===== config.mk =====
export PLATFORM = sky130hd
export DESIGN_NAME = position_stall_detector
export DESIGN_NICKNAME = d
export VERILOG_FILES = /design/src/rtl/psd_pkg.sv /design/src/rtl/psd_regs.sv /design/src/rtl/position_stall_detector.sv
export SDC_FILE = /design/constraint.sdc
export NUM_CORES = 1
export LEC_CHECK = 0
export BUFFER_PORTS_ARGS = -buffer_cell sky130_fd_sc_hd__clkbuf_2
export CAP_MARGIN = 20
export CORE_MARGIN = 2
export CORE_UTILIZATION = 35
export CTS_CLUSTER_SIZE = 8
export DETAILED_ROUTE_END_ITERATION = 10
export PLACE_DENSITY = 0.62
export REMOVE_ABC_BUFFERS = 1
export SYNTH_ARGS = -nofsm -noshare
export SYNTH_HDL_FRONTEND = slang
export SYNTH_SLANG_ARGS = --single-unit

===== constraint.sdc =====
create_clock -name i_clk -period 12.3 [get_ports i_clk]
set_input_delay 3.69 -clock i_clk [delete_from_list [all_inputs] [get_ports i_clk]]
set_output_delay 3.69 -clock i_clk [all_outputs]
set_load 0.005 [all_outputs]

===== src/rtl/psd_pkg.sv =====
// ----------------------------------------------------------------------------
// psd_pkg: shared types and constants of the position stall detector
// Item codes, register map, reset values and sample helpers.
// ----------------------------------------------------------------------------
package psd_pkg;

    localparam int SAMPLE_WIDTH = 32;
    localparam int FIELD_W      = 32;
    localparam int SAMPLE_PAD   = FIELD_W - SAMPLE_WIDTH;
    localparam int LIMIT_W      = 31;
    localparam int TIME_W       = 32;
    localparam int FUNC_W       = 2;
    localparam int IN_DATA_W    = 5 * FIELD_W;
    localparam int IN_USER_W    = FUNC_W + 1;
    localparam int OUT_DATA_W   = 8;
    localparam int APB_ADDR_W   = 5;
    localparam int APB_DATA_W   = 32;
    localparam int REG_IDX_W    = 3;

    // item kinds
    localparam logic [FUNC_W-1:0] FUNC_UPDATE = 2'd0;
    localparam logic [FUNC_W-1:0] FUNC_ARM    = 2'd1;
    localparam logic [FUNC_W-1:0] FUNC_DISARM = 2'd2;

    // register indexes (byte address = 4 * index)
    localparam logic [REG_IDX_W-1:0] REG_MIN_POS_ERR  = 3'd0;
    localparam logic [REG_IDX_W-1:0] REG_MAX_SPEED    = 3'd1;
    localparam logic [REG_IDX_W-1:0] REG_MIN_EFFORT   = 3'd2;
    localparam logic [REG_IDX_W-1:0] REG_STALL_TIME   = 3'd3;
    localparam logic [REG_IDX_W-1:0] REG_GRACE_TIME   = 3'd4;

    localparam logic [LIMIT_W-1:0] RST_MIN_POS_ERR = 31'd6554;
    localparam logic [LIMIT_W-1:0] RST_MAX_SPEED   = 31'd6554;
    localparam logic [LIMIT_W-1:0] RST_MIN_EFFORT  = 31'd65536;
    localparam logic [TIME_W-1:0]  RST_STALL_TIME  = 32'd500;
    localparam logic [TIME_W-1:0]  RST_GRACE_TIME  = 32'd0;

    typedef struct packed {
        logic [LIMIT_W-1:0] min_pos_err;
        logic [LIMIT_W-1:0] max_speed;
        logic [LIMIT_W-1:0] min_effort;
        logic [TIME_W-1:0]  stall_time;
        logic [TIME_W-1:0]  grace_time;
    } t_cfg;

    // one item as held in the input register; speed and effort as magnitudes
    typedef struct packed {
        logic [FUNC_W-1:0]         func;
        logic [TIME_W-1:0]         now_ms;
        logic signed [FIELD_W-1:0] target;
        logic                      feedback_ok;
        logic signed [FIELD_W-1:0] position;
        logic [FIELD_W-1:0]        speed_mag;
        logic [FIELD_W-1:0]        effort_mag;
    } t_item;

    // low SAMPLE_WIDTH bits, sign extended to the field width
    function automatic logic signed [FIELD_W-1:0] sample_sext(input logic [FIELD_W-1:0] x);
        logic signed [FIELD_W-1:0] sh;
        sh = $signed(x << SAMPLE_PAD);
        return sh >>> SAMPLE_PAD;
    endfunction

    function automatic logic [FIELD_W-1:0] sample_mag(input logic signed [FIELD_W-1:0] x);
        return x[FIELD_W-1] ? (~x + 1'b1) : x;
    endfunction

endpackage


===== src/rtl/psd_regs.sv =====
// ----------------------------------------------------------------------------
// psd_regs: configuration register file
// APB-style write and read access to the five detector limits.
// ----------------------------------------------------------------------------
module psd_regs (
    input  logic                            i_clk,
    input  logic                            i_rst_n,
    input  logic                            psel,
    input  logic                            penable,
    input  logic                            pwrite,
    input  logic [psd_pkg::APB_ADDR_W-1:0]  paddr,
    input  logic [psd_pkg::APB_DATA_W-1:0]  pwdata,
    output logic [psd_pkg::APB_DATA_W-1:0]  prdata,
    output logic                            pready,
    output psd_pkg::t_cfg                   o_cfg
);
    import psd_pkg::*;

    t_cfg                 r_cfg;
    logic [REG_IDX_W-1:0] reg_idx;
    logic                 wr_en;

    assign pready  = 1'b1;
    assign reg_idx = paddr[APB_ADDR_W-1:2];
    assign wr_en   = psel && penable && pwrite;
    assign o_cfg   = r_cfg;

    always_ff @(posedge i_clk) begin
        if (!i_rst_n) begin
            r_cfg.min_pos_err <= RST_MIN_POS_ERR;
            r_cfg.max_speed   <= RST_MAX_SPEED;
            r_cfg.min_effort  <= RST_MIN_EFFORT;
            r_cfg.stall_time  <= RST_STALL_TIME;
            r_cfg.grace_time  <= RST_GRACE_TIME;
        end else if (wr_en) begin
            unique case (reg_idx)
                REG_MIN_POS_ERR: r_cfg.min_pos_err <= pwdata[LIMIT_W-1:0];
                REG_MAX_SPEED:   r_cfg.max_speed   <= pwdata[LIMIT_W-1:0];
                REG_MIN_EFFORT:  r_cfg.min_effort  <= pwdata[LIMIT_W-1:0];
                REG_STALL_TIME:  r_cfg.stall_time  <= pwdata[TIME_W-1:0];
                REG_GRACE_TIME:  r_cfg.grace_time  <= pwdata[TIME_W-1:0];
                default: ;
            endcase
        end
    end

    always_comb begin
        unique case (reg_idx)
            REG_MIN_POS_ERR: prdata = {1'b0, r_cfg.min_pos_err};
            REG_MAX_SPEED:   prdata = {1'b0, r_cfg.max_speed};
            REG_MIN_EFFORT:  prdata = {1'b0, r_cfg.min_effort};
            REG_STALL_TIME:  prdata = r_cfg.stall_time;
            REG_GRACE_TIME:  prdata = r_cfg.grace_time;
            default:         prdata = '0;
        endcase
    end

endmodule


===== src/rtl/position_stall_detector.sv =====
// ----------------------------------------------------------------------------
// position_stall_detector: joint position stall watchdog
// Arms on a target, times a persistent stall condition and reports it.
// ----------------------------------------------------------------------------
// Pipeline: input register, then one pass of compare logic into the result
//   register, which holds each result until its own output transfer.
// Throughput: one item per cycle while results are taken; the armed/timing
//   state updates as each item advances, so back-to-back items see each
//   other's effects.
// Reset (synchronous, active low): disarmed, timing off, both stages empty,
//   registers at their documented defaults.
module position_stall_detector (
    input  logic                            i_clk,
    input  logic                            i_rst_n,
    // tdata: now_ms, target_position, measured_position, measured_speed,
    //        drive_effort (32 bits each, from bit 0 up)
    input  logic [psd_pkg::IN_DATA_W-1:0]   s_axis_tdata,
    // tuser: func [1:0], feedback_ok [2]
    input  logic [psd_pkg::IN_USER_W-1:0]   s_axis_tuser,
    input  logic                            s_axis_tvalid,
    output logic                            s_axis_tready,
    // tdata: stall_detected [0], is_armed [1], is_timing [2], zero fill
    output logic [psd_pkg::OUT_DATA_W-1:0]  m_axis_tdata,
    output logic                            m_axis_tvalid,
    input  logic                            m_axis_tready,
    input  logic                            psel,
    input  logic                            penable,
    input  logic                            pwrite,
    input  logic [psd_pkg::APB_ADDR_W-1:0]  paddr,
    input  logic [psd_pkg::APB_DATA_W-1:0]  pwdata,
    output logic [psd_pkg::APB_DATA_W-1:0]  prdata,
    output logic                            pready
);
    import psd_pkg::*;

    t_cfg  cfg;
    t_item in_item;

    logic  r_in_valid, n_in_valid;
    t_item r_in;
    logic  advance;

    logic                      r_armed, n_armed;
    logic                      r_timing, n_timing;
    logic signed [FIELD_W-1:0] r_held_target, n_held_target;
    logic [TIME_W-1:0]         r_arm_time, n_arm_time;
    logic [TIME_W-1:0]         r_stall_start, n_stall_start;
    logic                      n_stall;

    logic                      r_out_valid, n_out_valid;
    logic [2:0]                r_out;

    logic signed [FIELD_W:0]   pos_err;
    logic signed [FIELD_W:0]   err_lim;
    logic                      err_hit, speed_hit, effort_hit, cond;
    logic [TIME_W-1:0]         since_arm, since_start;
    logic                      grace_done;

    psd_regs u_regs (
        .i_clk   (i_clk),
        .i_rst_n (i_rst_n),
        .psel    (psel),
        .penable (penable),
        .pwrite  (pwrite),
        .paddr   (paddr),
        .pwdata  (pwdata),
        .prdata  (prdata),
        .pready  (pready),
        .o_cfg   (cfg)
    );

    // unpack the transfer; magnitudes of speed and effort formed on entry
    always_comb begin
        in_item.func        = s_axis_tuser[FUNC_W-1:0];
        in_item.feedback_ok = s_axis_tuser[FUNC_W];
        in_item.now_ms      = s_axis_tdata[FIELD_W-1:0];
        in_item.target      = sample_sext(s_axis_tdata[2*FIELD_W-1:FIELD_W]);
        in_item.position    = sample_sext(s_axis_tdata[3*FIELD_W-1:2*FIELD_W]);
        in_item.speed_mag   = sample_mag(sample_sext(s_axis_tdata[4*FIELD_W-1:3*FIELD_W]));
        in_item.effort_mag  = sample_mag(sample_sext(s_axis_tdata[5*FIELD_W-1:4*FIELD_W]));
    end

    assign advance       = r_in_valid && (!r_out_valid || m_axis_tready);
    assign s_axis_tready = !r_in_valid || advance;
    assign n_in_valid    = s_axis_tready ? s_axis_tvalid : r_in_valid;
    assign n_out_valid   = advance || (r_out_valid && !m_axis_tready);

    // |target - position| >= limit, checked against both signs of the limit
    assign pos_err     = {r_held_target[FIELD_W-1], r_held_target}
                       - {r_in.position[FIELD_W-1], r_in.position};
    assign err_lim     = $signed({2'b00, cfg.min_pos_err});
    assign err_hit     = (pos_err >= err_lim) || (pos_err <= -err_lim);
    assign speed_hit   = r_in.speed_mag <= {1'b0, cfg.max_speed};
    assign effort_hit  = r_in.effort_mag >= {1'b0, cfg.min_effort};
    assign cond        = err_hit && speed_hit && effort_hit;
    assign since_arm   = r_in.now_ms - r_arm_time;
    assign since_start = r_in.now_ms - r_stall_start;
    assign grace_done  = since_arm >= cfg.grace_time;

    always_comb begin
        n_armed       = r_armed;
        n_timing      = r_timing;
        n_held_target = r_held_target;
        n_arm_time    = r_arm_time;
        n_stall_start = r_stall_start;
        n_stall       = 1'b0;
        if (advance) begin
            priority if (r_in.func == FUNC_ARM) begin
                if (!(r_armed && r_held_target == r_in.target)) begin
                    n_held_target = r_in.target;
                    n_arm_time    = r_in.now_ms;
                    n_stall_start = '0;
                    n_armed       = 1'b1;
                    n_timing      = 1'b0;
                end
            end else if (r_in.func == FUNC_DISARM) begin
                n_armed       = 1'b0;
                n_timing      = 1'b0;
                n_stall_start = '0;
            end else if (r_in.func == FUNC_UPDATE && r_armed) begin
                if (!r_in.feedback_ok || !grace_done || !cond) begin
                    n_timing = 1'b0;
                end else if (!r_timing) begin
                    n_timing      = 1'b1;
                    n_stall_start = r_in.now_ms;
                end else if (since_start >= cfg.stall_time) begin
                    n_armed       = 1'b0;
                    n_timing      = 1'b0;
                    n_stall_start = '0;
                    n_stall       = 1'b1;
                end
            end else begin
                // unused code or update while disarmed: state holds
            end
        end
    end

    always_ff @(posedge i_clk) begin
        if (!i_rst_n) begin
            r_in_valid    <= 1'b0;
            r_out_valid   <= 1'b0;
            r_armed       <= 1'b0;
            r_timing      <= 1'b0;
            r_held_target <= '0;
            r_arm_time    <= '0;
            r_stall_start <= '0;
        end else begin
            r_in_valid    <= n_in_valid;
            r_out_valid   <= n_out_valid;
            r_armed       <= n_armed;
            r_timing      <= n_timing;
            r_held_target <= n_held_target;
            r_arm_time    <= n_arm_time;
            r_stall_start <= n_stall_start;
        end
    end

    always_ff @(posedge i_clk) begin
        if (s_axis_tready) begin
            r_in <= in_item;
        end
        if (advance) begin
            r_out <= {n_timing, n_armed, n_stall};
        end
    end

    assign m_axis_tvalid = r_out_valid;
    assign m_axis_tdata  = {{(OUT_DATA_W-3){1'b0}}, r_out};

endmodule


==> impl_metrics.ini <==
[synthesis]
yosys.area_share.adder = 0.140
post_syn_area_um2 = 26300
netlist_top_cells_area = sky130_fd_sc_hd__dfxtp_1 20%, sky130_fd_sc_hd__edfxtp_1 19%, sky130_fd_sc_hd__ha_1 14%, sky130_fd_sc_hd__nand2_1 5.9%, sky130_fd_sc_hd__xnor2_1 5.7%
share_of_cell_area_taken_by_muxes_after_synthesis = 0.0252
share_of_flip_flops_with_an_asynchronous_set_or_reset_after_synthesis = 0
yosys_register_bits = 423
yosys.area_share.simple = 0.139
synth_cell_types = 73
synth.top_cell.area_share = 0.195
yosysMostFrequentCell = sky130_fd_sc_hd__nand2_1
seq_area_frac_synth = 0.384
synth_compound_area_frac = 0.184
netlist_top_cells_count = 411 x sky130_fd_sc_hd__nand2_1, 295 x sky130_fd_sc_hd__inv_1, 289 x sky130_fd_sc_hd__ha_1
ys_dominant_reg_cell = sky130_fd_sc_hd__dfxtp_1
synth-warning-count = 0
synth_top_family_by_area = compound AO/OA/AOI/OAI gates
netlist.top_cell.by_area = sky130_fd_sc_hd__dfxtp_1
post_synth_inst_count = 2968
synth_xor_area_frac = 0.0678
syn-mean-instance-area_um2 = 8.88
number_of_synthesized_flops_with_an_enable_pin = 166

[die]
rows = 100
dieArea_um2 = 77500
dieWidth_um = 278
core_area_um2 = 74400
die_y_um = 278
initial_core_utilization = 0.354
floorplan.io_pins = 250

[worst_setup_path]
worst_setup_start_kind = primary input
critical_path.slowest_cell = sky130_fd_sc_hd__nor2_4
critPathTopFamily = buffers and inverters
arrival_ns = 6.13
critical_path_required_ns = 8.61
rrSetupSlack_ns = 5.12
worstSetupPathType = primary input to output pin
terminus_of_the_critical_flop_to_flop_path = r_stall_start[0]
critical-path-max-stage-delay_ns = 0.75
reg2regPathDepth = 25
critical_path.most_common_cell = sky130_fd_sc_hd__clkbuf_2
cp.buffers_inverters = 3
setup.worst_path.end_class = output pin
critical_path.reg2reg.startpoint = r_held_target[0]
critPathMaxFanout = 42
cells_along_the_critical_path = clkbuf_2 > buf_4 > nor2_4 > a22oi_1 > o22ai_1 > clkbuf_2

[layout]
finish.net_count = 3676
final_std_cell_area_no_fill_um2 = 30300
drive_above_1_share = 0.113
fillCellCount = 7447
area_growth_syn_to_layout_pct = 15.0

[routing]
drt_iter0_markers = 1954
avgViaCountPerCell = 5.21
finalWirelength_mm = 76.9
detail_route.wl_per_cell_um = 18.4
drt.antenna.violating_nets = 0
detail_route.first_pass.iterations = 6
dr_total_vias = 21823
detail_route.drc_violations = 0

[sta]
report.final.setup_viol = 0
slew_violations = 0
timing.fmax_mhz = 102
slew_headroom = 0.275
max_slew.worst_pin.slew_ns = 1.09
finalSetupTns_ns = 0
final_min_period_over_clock_period = 0.799
rsz0062_at_grt = no
finalHoldViolCount = 0
skew_ns = 0.0332
post-route-min-period_ns = 9.82

[global_routing]
global_route_wire_length_before_repair_mm = 120
grt_util_all_layers = 0.197
grt_max_degree = 112
first_global_vias = 21101
grt_antenna_before_repair = 11
grt.overflow.total = 0

[clock_tree]
clock_tree.buffer_depth = 3
tritoncts.num_buffers = 59
post_cts_hold_buffer_count = 0
cts.repair_timing.setup_buffer_count = 0
cts_sinks = 423
clk_root_buffer_cell = sky130_fd_sc_hd__clkbuf_16
clkTransAtPathRegs_ns = 0.05
tritoncts = done
worst_skew_pair.late_latency_ns = 0.64
htreeDepth = 2
ctsResizeCount = 0

[power_and_ir_drop]
total_leakage_power_nw = 12.4
irDropWorstVdd_uv = 128
power.density_nw_per_um2 = 122

[worst_hold_path]
min_delay_path_depth = 2
min-delay-path-class = flop to flop
timing.hold.worst_endpoint = u_regs.o_cfg[76]
min-delay-start = u_regs.o_cfg[76]

[placed_design]
dpl-instance-area_um2 = 28500
place.detailed.hpwl_mm = 59.0
place_congestion = 0.893
buffer_ports.inserted = 241

[run_status]
status = completed

[job]
max-cap-violations = 0
==> registers in the layout (all words and copies together), names as in the netlist <==
register / flops
m_axis_tvalid: 1
r_arm_time: 32
r_in_valid: 1
r_stall_start: 32
r_timing: 1
r_armed: 1
u_regs.o_cfg: 157
r_out: 3
r_held_target: 32
r_in: 163
==> per-layer routing <==
| layer | part of all wire | vias to the layer above | GRT usage |
|---|---|---|---|
| met3 | 0.082 | 105 | 0.0468 |
| met4 | 0.017 | 18 | 0.0435 |
| li1 | - | 10909 | - |
| met5 | 0.0014 | - | 0 |
| met1 | 0.45 | 10146 | 0.271 |
| met2 | 0.45 | 645 | 0.314 |
==> cell families (layout without fill, tap and decap cells) <==
family | count (synthesis) | count (layout)
muxes | 65 | 65
DFF | 423 | 423
and+or+nand+nor | 805 | 805
buffers and inverters | 413 | 659
adders and majority gates | 292 | 292
xor gates and xnor gates | 204 | 204
other | 2 | 8
AOI/OAI and AO/OA | 764 | 764
==> layout by cell type (no fill, tap or decap), types with 42 or more instances in the layout <==
| master | n |
|---|---|
| sky130_fd_sc_hd__a21o_1 | 86 |
| sky130_fd_sc_hd__o21ai_0 | 117 |
| sky130_fd_sc_hd__a22oi_1 | 61 |
| sky130_fd_sc_hd__a21oi_1 | 270 |
| sky130_fd_sc_hd__nand4_1 | 42 |
| sky130_fd_sc_hd__ha_1 | 289 |
| sky130_fd_sc_hd__mux2i_1 | 63 |
| sky130_fd_sc_hd__clkbuf_16 | 60 |
| sky130_fd_sc_hd__nand2_1 | 409 |
| sky130_fd_sc_hd__clkbuf_2 | 241 |
| sky130_fd_sc_hd__nor2_1 | 143 |
| sky130_fd_sc_hd__nand3_1 | 42 |
| sky130_fd_sc_hd__dfxtp_1 | 257 |
| sky130_fd_sc_hd__inv_1 | 295 |
| sky130_fd_sc_hd__xnor2_1 | 172 |
| sky130_fd_sc_hd__edfxtp_1 | 166 |
==> worst reg2reg max path: cells and delay by family (launching register included) <==
kind                       cells  cell delay, ns
adders and majority gates      3            0.91
DFF                            1            0.33
and+or+nand+nor                3            1.11
xor gates and xnor gates       1            0.12
AOI/OAI and AO/OA             16            4.51
buffers and inverters          2            0.16
==> cell type report <==
cell class / count / area (µm²) / area share
multi-input combinational: 2136 / 14700 / 0.486
sequential: 423 / 10100 / 0.334
clock buffer: 100 / 1680 / 0.0555
timing repair buffer: 261 / 1380 / 0.0454
tap: 969 / 1210 / 0.0400
inverter: 296 / 1120 / 0.0368
clock inverter: 2 / 50.0 / 0.00165
antenna: 2 / 5.00 / 0.000165
==> worst max-delay path by stage <==
stage / start / to / slack, ns / depth (start not counted)
final: paddr[2] / prdata[14] / 2.48 / 6
after CTS: paddr[2] / prdata[14] / 2.56 / 6
after detailed placement: paddr[2] / prdata[14] / 2.56 / 6
after floorplan: m_axis_tready / s_axis_tready / 1.40 / 2
after global placement: paddr[2] / prdata[14] / 2.56 / 6
after global routing: paddr[4] / prdata[14] / 2.26 / 6
==> through the flow <==
step	utilization	power [mW]	setup slack, ns	hold slack (ns)	cells
floorplan	-	1.95	1.40	0.436	2855
global placement	0.383	2.14	2.56	0.441	4083
detailed placement	0.383	2.14	2.56	0.446	4084
CTS	0.407	3.72	2.56	0.454	4186
global route	0.407	3.85	2.26	0.477	4188
finish	0.407	3.68	2.48	0.453	4189
==> power by group <==
part	total (mW)	internal [mW]	switching (mW)
clock network	1.56	0.917	0.643
registers	1.55	1.52	0.0349
logic	0.571	0.245	0.327
total	3.68	2.68	1.00
(Power assumes the default switching activity.)
